===== config.mk =====
export PLATFORM = sky130hd
export DESIGN_NAME = sorted_priority_queue_core
export DESIGN_NICKNAME = d
export VERILOG_FILES = /design/src/rtl/spq_pkg.sv /design/src/rtl/sorted_priority_queue_core.sv /design/src/rtl/spq_cell.sv
export VERILOG_INCLUDE_DIRS = /design/src /design/src/rtl
export SDC_FILE = /design/constraint.sdc
export NUM_CORES = 1
export LEC_CHECK = 0
export ABC_AREA = 1
export CORE_ASPECT_RATIO = 1.5
export CORE_UTILIZATION = 40
export CTS_CLUSTER_DIAMETER = 40
export CTS_CLUSTER_SIZE = 40
export DETAILED_ROUTE_END_ITERATION = 7
export DONT_BUFFER_PORTS = 1
export MAX_ROUTING_LAYER = met4
export PLACE_DENSITY = 0.62
export SLEW_MARGIN = 25
export SYNTH_ARGS = -nofsm -noshare
export SYNTH_HDL_FRONTEND = slang
export SYNTH_SLANG_ARGS = --single-unit

===== constraint.sdc =====
create_clock -name clk -period 9.15 [get_ports clk]
set_input_delay 1.3725 -clock clk [delete_from_list [all_inputs] [get_ports clk]]
set_output_delay 1.3725 -clock clk [all_outputs]
set_load 0.005 [all_outputs]

===== src/rtl/sorted_priority_queue_core_assert.svh =====
// ----------------------------------------------------------------------------
// sorted priority queue assertion macros
// shared concurrent assertion forms, clocked on clk, disabled in reset
// ----------------------------------------------------------------------------
`ifndef SORTED_PRIORITY_QUEUE_CORE_ASSERT_SVH
`define SORTED_PRIORITY_QUEUE_CORE_ASSERT_SVH

// condition holds at every edge out of reset
`define SPQ_ASSERT_ALWAYS(lbl, cond) \
  lbl: assert property (@(posedge clk) disable iff (!rst_n) (cond)) \
    else $error("sorted priority queue: invariant violated");

// consequence holds in the cycle after the antecedent
`define SPQ_ASSERT_NEXT(lbl, ante, cons) \
  lbl: assert property (@(posedge clk) disable iff (!rst_n) (ante) |=> (cons)) \
    else $error("sorted priority queue: request outcome wrong");

`endif


===== src/rtl/spq_pkg.sv =====
// ----------------------------------------------------------------------------
// spq_pkg
// types and codes shared by the sorted priority queue cells and top level
// ----------------------------------------------------------------------------
package spq_pkg;

  localparam int VAL_W = 32;
  localparam int PRI_W = 16;
  localparam int ST_W  = 2;

  typedef enum logic {
    MODE_INSERT = 1'b0,
    MODE_REMOVE = 1'b1
  } spq_mode_t;

  typedef enum logic [ST_W-1:0] {
    ST_INSERTED = 2'd0,
    ST_REMOVED  = 2'd1,
    ST_FULL     = 2'd2,
    ST_EMPTY    = 2'd3
  } spq_status_t;

  // operation broadcast to every cell
  typedef struct packed {
    logic             ins;
    logic             rem;
    logic [PRI_W-1:0] pri;
    logic [VAL_W-1:0] value;
  } spq_op_t;

endpackage


===== src/rtl/sorted_priority_queue_core.sv =====
// Result: the outcome of an accepted request is registered into the output register.
// Throughput: one request per cycle while out_tready is high; every cell compares
// and shifts in parallel, and a result left waiting holds off the next request.
// Reset: synchronous active-low rst_n clears the fill count and output valid;
// slot contents are left as they are and only slots below the count are read.
// ----------------------------------------------------------------------------
// sorted_priority_queue_core
// sorted-array priority queue built as a row of compare-and-shift cells
// ----------------------------------------------------------------------------
module sorted_priority_queue_core #(
  parameter int DEPTH = 8
) (
  input  logic        clk,
  input  logic        rst_n,
  input  logic        in_tvalid,
  output logic        in_tready,
  input  logic [47:0] in_tdata,   // item_value [31:0], item_priority [47:32]
  input  logic        in_tuser,   // mode
  output logic        out_tvalid,
  input  logic        out_tready,
  output logic [47:0] out_tdata,  // out_value [31:0], out_priority [47:32]
  output logic [1:0]  out_tuser   // status
);
  import spq_pkg::*;

  localparam int CNT_W = $clog2(DEPTH + 1);

  logic [CNT_W-1:0] count_r, count_nxt;
  logic             out_valid_r, out_valid_nxt;
  logic [VAL_W-1:0] out_value_r, out_value_nxt;
  logic [PRI_W-1:0] out_pri_r, out_pri_nxt;
  logic [ST_W-1:0]  status_r, status_nxt;

  logic             in_fire, is_remove, full, empty;
  logic             ins_drop, rem_miss;
  spq_op_t          op;

  logic [DEPTH-1:0] lt;
  logic [VAL_W-1:0] cell_value [DEPTH];
  logic [PRI_W-1:0] cell_pri   [DEPTH];

  assign in_tready = rst_n && (!out_valid_r || out_tready);
  assign in_fire   = in_tvalid && in_tready;
  assign is_remove = (in_tuser == MODE_REMOVE);
  assign full      = (count_r == CNT_W'(DEPTH));
  assign empty     = (count_r == '0);
  assign ins_drop  = in_fire && !is_remove && full;
  assign rem_miss  = in_fire && is_remove && empty;

  assign op.ins   = in_fire && !is_remove && !full;
  assign op.rem   = in_fire && is_remove && !empty;
  assign op.value = in_tdata[VAL_W-1:0];
  assign op.pri   = in_tdata[VAL_W+PRI_W-1:VAL_W];

  for (genvar k = 0; k < DEPTH; k++) begin : g_cell
    logic             left_lt;
    logic [VAL_W-1:0] left_value, right_value;
    logic [PRI_W-1:0] left_pri, right_pri;

    if (k == 0) begin : g_head
      assign left_lt    = 1'b0;
      assign left_value = '0;
      assign left_pri   = '0;
    end else begin : g_mid
      assign left_lt    = lt[k-1];
      assign left_value = cell_value[k-1];
      assign left_pri   = cell_pri[k-1];
    end

    if (k == DEPTH - 1) begin : g_end
      assign right_value = cell_value[k];
      assign right_pri   = cell_pri[k];
    end else begin : g_inner
      assign right_value = cell_value[k+1];
      assign right_pri   = cell_pri[k+1];
    end

    spq_cell u_cell (
      .clk        (clk),
      .op         (op),
      .cell_valid (count_r > CNT_W'(k)),
      .tail       (count_r == CNT_W'(k)),
      .left_lt    (left_lt),
      .left_value (left_value),
      .left_pri   (left_pri),
      .right_value(right_value),
      .right_pri  (right_pri),
      .lt         (lt[k]),
      .value      (cell_value[k]),
      .pri        (cell_pri[k])
    );
  end

  always_comb begin
    count_nxt     = count_r;
    out_valid_nxt = out_valid_r;
    out_value_nxt = out_value_r;
    out_pri_nxt   = out_pri_r;
    status_nxt    = status_r;
    if (out_valid_r && out_tready) begin
      out_valid_nxt = 1'b0;
    end
    if (in_fire) begin
      out_valid_nxt = 1'b1;
      out_value_nxt = '0;
      out_pri_nxt   = '0;
      if (!is_remove) begin
        if (full) begin
          status_nxt = ST_FULL;
        end else begin
          status_nxt = ST_INSERTED;
          count_nxt  = count_r + 1'b1;
        end
      end else begin
        if (empty) begin
          status_nxt = ST_EMPTY;
        end else begin
          status_nxt    = ST_REMOVED;
          out_value_nxt = cell_value[0];
          out_pri_nxt   = cell_pri[0];
          count_nxt     = count_r - 1'b1;
        end
      end
    end
  end

  always_ff @(posedge clk) begin
    if (!rst_n) begin
      count_r     <= '0;
      out_valid_r <= 1'b0;
    end else begin
      count_r     <= count_nxt;
      out_valid_r <= out_valid_nxt;
    end
    out_value_r <= out_value_nxt;
    out_pri_r   <= out_pri_nxt;
    status_r    <= status_nxt;
  end

  assign out_tvalid = out_valid_r;
  assign out_tdata  = {out_pri_r, out_value_r};
  assign out_tuser  = status_r;

`include "sorted_priority_queue_core_assert.svh"

  `SPQ_ASSERT_ALWAYS(a_count_bound, count_r <= CNT_W'(DEPTH))
  `SPQ_ASSERT_NEXT(a_full_drop, ins_drop, out_tvalid && out_tuser == ST_FULL && full)
  `SPQ_ASSERT_NEXT(a_empty_flag, rem_miss, out_tvalid && out_tuser == ST_EMPTY && out_tdata == '0)
  `SPQ_ASSERT_NEXT(a_insert_count, op.ins, count_r == $past(count_r) + 1'b1)

endmodule


===== src/rtl/spq_cell.sv =====
// ----------------------------------------------------------------------------
// spq_cell
// one slot of the sorted array: compares against the new entry, shifts
// toward the tail on insert and toward the head on remove
// ----------------------------------------------------------------------------
module spq_cell (
  input  logic                    clk,
  input  spq_pkg::spq_op_t        op,
  input  logic                    cell_valid,
  input  logic                    tail,
  input  logic                    left_lt,
  input  logic [spq_pkg::VAL_W-1:0] left_value,
  input  logic [spq_pkg::PRI_W-1:0] left_pri,
  input  logic [spq_pkg::VAL_W-1:0] right_value,
  input  logic [spq_pkg::PRI_W-1:0] right_pri,
  output logic                    lt,
  output logic [spq_pkg::VAL_W-1:0] value,
  output logic [spq_pkg::PRI_W-1:0] pri
);
  import spq_pkg::*;

  logic [VAL_W-1:0] value_r, value_nxt;
  logic [PRI_W-1:0] pri_r, pri_nxt;

  assign lt    = cell_valid && (pri_r < op.pri);
  assign value = value_r;
  assign pri   = pri_r;

  always_comb begin
    value_nxt = value_r;
    pri_nxt   = pri_r;
    if (op.ins) begin
      if (left_lt) begin
        value_nxt = left_value;
        pri_nxt   = left_pri;
      end else if (lt || tail) begin
        value_nxt = op.value;
        pri_nxt   = op.pri;
      end
    end else if (op.rem) begin
      value_nxt = right_value;
      pri_nxt   = right_pri;
    end
  end

  always_ff @(posedge clk) begin
    value_r <= value_nxt;
    pri_r   <= pri_nxt;
  end

endmodule

==> metrics.md <==
| Metric | Value |
|---|---|
| Status | finished clean |
| Clock latency on the worst-skew pair | 0.63 ns |
| Area grow syn2layout | 10.0% |
| Commonest non-fill, non-tap cell in the layout | nand2_1 |
| Startpoint Class | input port |
| DRC Markers | 0 |
| Die width | 207 µm |
| Crit-path slowest cell | nand2_2 |
| Num CTS Buffers | 57 |
| Synth unique cells | 28 |
| First-pass GRT wire length | 124000 µm |
| Syn Area/Cell | 8.75 µm² |
| Post-Syn Nets | 3063 |
| Required @ worst endpoint | 9.40 ns |
| Sw Pwr | 1570 µW |
| Hold_buf cts | 0 |
| Synth async-reset ratio | 0% |
| Total GRT Usage | 25.9% |
| Most frequent cells in the layout | nand2_1 (1087), edfxtp_1 (434), nand3_1 (309) |
| Worst slew pin tran | 1.06 ns |
| Arr. time, crit path | 5.41 ns |
| Setup TNS | 0 ns |
| Max H-tree Level | 2 |
| Antenna-violating nets left | 0 |
| RSZ-0062 raised after global routing | false |
| Period utilization | 56.5% |
| Post-CTS Setup Inserts | 0 |
| Comb power frac | 12.9% |
| Worst setup EP type | register |
| Clk pwr share | 42.6% |
| Synth Flop Type | edfxtp_1 |
| Fmax | 194 MHz |
| Worst Min Path Start | g_cell[7].u_cell.value[13]$_DFFE_PP_ |
| Core ar. | 0.0624 mm² |
| Vias in the first global route | 20664 |
| Hold Path End | g_cell[6].u_cell.value[13]$_DFFE_PP_ |
| Total Wirelength | 81400 µm |
| Layout cell share with drive strength beyond 1 | 6.09% |
| CP Cell Sequence | clkinv_1, ha_1, a21oi_1, o21ai_1, nor2_4, buf_4, nand2_2, nand2_1, nor2_1, nor2_4, buf_4 |
| Reg2reg end | g_cell[0].u_cell.value[10]$_DFFE_PP_ |
| Max Cap Viol | 0 |
| CTS tree | built |
| Type of the most critical hold path | reg -> reg |
| Clk root buf | clkbuf_16 |
| DR WL/cell | 22.3 µm |
| Clock skew | 0.0250 ns |
| GR Overflow Total | 0 |
| Post-synth EDFFs | 434 |
| Fin crit period | 5.17 ns |
| Pre-antenna DRT Iters | 6 |
| Post-cts repair resize count | 0 |
| Share of the synthesized area in the top cell type | 51.6% |
| CP bufs+invs | 3 |
| Final worst slack | 3.98 ns |
| IO Pins | 105 |
| Synth top area cells | edfxtp_1 (52%), nand2_1 (16%), nand3b_1 (7.2%) |
| Die height | 310 µm |
| Deepest clock path buffer count | 3 |
| Synth Register Bits | 439 |
| Buffers on Ports | 0 |
| Place WS | 3.34 ns |
| # clock sinks | 439 |
| Leakage | 0.0116 µW |
| Fillcell total | 5923 |
| Clk slew on worst S/H paths | 0.07 ns |
| Synthesized area | 0.0253 mm² |
| Worst setup path startpoint | in_tdata[46] |
| Final setup fails | 0 |
| Vias/cell | 5.74 |
| Switching Share | 29.2% |
| Initial DRC count | 2066 |
| Post-synthesis cell count | 2886 |
| Kind of critical path | in -> reg |
| Sequential share of power | 44.5% |
| Antenna violations before repair | 7 |
| Hold depth | 2 |
| Largest net degree at the start of global routing | 129 |
| Relative slew margins | 29.1% |
| Worst path max stage delay | 0.65 ns |
| Yosys warning count | 0 |
| Starting density of the core | 40.5% |
| Vias | 20923 |
| R2r worst-path depth | 9 |
| Area leader, netlist | edfxtp_1 |
| Placer Congestion | 0.940 |
| Max Transition Viols Final | 0 |
| Total Nets Final | 2972 |
| Detailed Place HPWL | 48600 µm |
| Maximum vdd drop | 0.123 mV |
| Rows | 112 |
| Fin. Hold Viols | 0 |
| Power per standard cell area | 193 mW/mm² |
| Crit path max fanout | 49 |
| Worst R2R Start | out_tvalid$_SDFFE_PN0P_ |
| CP top delay family | buffers and inverters |
| Internal | 3800 µW |
| Full die area | 0.0642 mm² |
| Sequential fraction of the synthesis area | 52.0% |
| R2R setup slack | 4.68 ns |
## layout make-up
type                            count  area, µm²  share of cell area [%]
Multi-Input combinational cell   2114      10900                    39.2
Tap cell                          798        998                    3.59
Sequential cell                   439      13100                    47.2
Clock buffer                       61       1480                    5.34
Clock inverter                     46        455                    1.64
Inverter                          148        563                    2.03
Timing Repair Buffer               35        270                   0.972
Antenna cell                        3       7.51                  0.0270
## power groups by stage
stage | logic, µW | registers [µW] | clock network [µW]
after CTS | 688 | 2390 | 2330
after global placement | 669 | 2430 | 0
after global routing | 765 | 2400 | 2390
final | 693 | 2390 | 2290
after floorplan | 468 | 2410 | 0
after detailed placement | 685 | 2430 | 0
## routing by layer
| layer | global-route usage, % | part of all wire, % | up-vias |
|---|---|---|---|
| met5 | - | 0 | - |
| met4 | 15.1 | 5.9 | 0 |
| met3 | 3.38 | 6.0 | 233 |
| met2 | 45.1 | 50 | 889 |
| met1 | 28.5 | 38 | 10148 |
| li1 | - | - | 9653 |
## stage by stage
step                      utilization (%)  std cells  area (µm²)  power [µW]  hold WS [ns]
after floorplan                         -       2886       25300        2880         0.495
after global placement               41.4       3534       25800        3100         0.500
after detailed placement             41.4       3534       25800        3110         0.512
after CTS                            44.6       3641       27800        5400         0.518
after global routing                 44.6       3644       27800        5550         0.522
final                                44.6       3644       27800        5370         0.515
## state kept, by name (all words and copies together) (netlist names)
| name | count |
|---|---|
| g_cell.u_cell.value | 256 |
| g_cell.u_cell.pri | 128 |
| out_value_r | 32 |
| out_pri_r | 16 |
| count_r | 4 |
| out_tuser | 2 |
| out_tvalid | 1 |
## synth_stat cells (2+ instances only)
master / n
nand2_1: 1100
edfxtp_1: 434
nand3_1: 310
nand3b_1: 241
inv_1: 129
ha_1: 124
o21ai_0: 111
buf_2: 95
nor2_1: 86
clkbuf_1: 76
a21oi_1: 57
nand4_1: 54
clkinv_1: 16
buf_1: 8
buf_4: 6
o21a_1: 6
dfxtp_1: 5
nor3_1: 5
o21ai_1: 5
a31oi_1: 4
nor2_2: 4
inv_2: 3
o211ai_1: 2
## worst max-delay path by stage
stage / cells past startpoint / slack [ns] / to
floorplan: 6 / 1.60 / g_cell[0].u_cell.pri[0]$_DFFE_PP_
global placement: 15 / 3.36 / g_cell[3].u_cell.pri[1]$_DFFE_PP_
detailed placement: 11 / 3.34 / g_cell[3].u_cell.pri[1]$_DFFE_PP_
CTS: 11 / 3.98 / g_cell[3].u_cell.pri[4]$_DFFE_PP_
global route: 15 / 3.73 / g_cell[3].u_cell.pri[4]$_DFFE_PP_
finish: 11 / 3.98 / g_cell[3].u_cell.pri[4]$_DFFE_PP_
## worst reg2reg max path: cells and delay by family, from the launching register on
family,cells,cell delay (ns)
buffers and inverters,4,1.89
DFF,1,0.32
AOI/OAI and AO/OA,1,0.83
and+or+nand+nor,4,1.05
## cells by family after synthesis
group | after synthesis | share of synthesized area, %
and+or+nand+nor | 1803 | 32.5
AOI/OAI and AO/OA | 186 | 3.79
DFF | 439 | 52.0
adders and majority gates | 124 | 6.14
buffers and inverters | 333 | 5.51
xor gates and xnor gates | 1 | 0.0347
(Power assumes the default switching activity.)
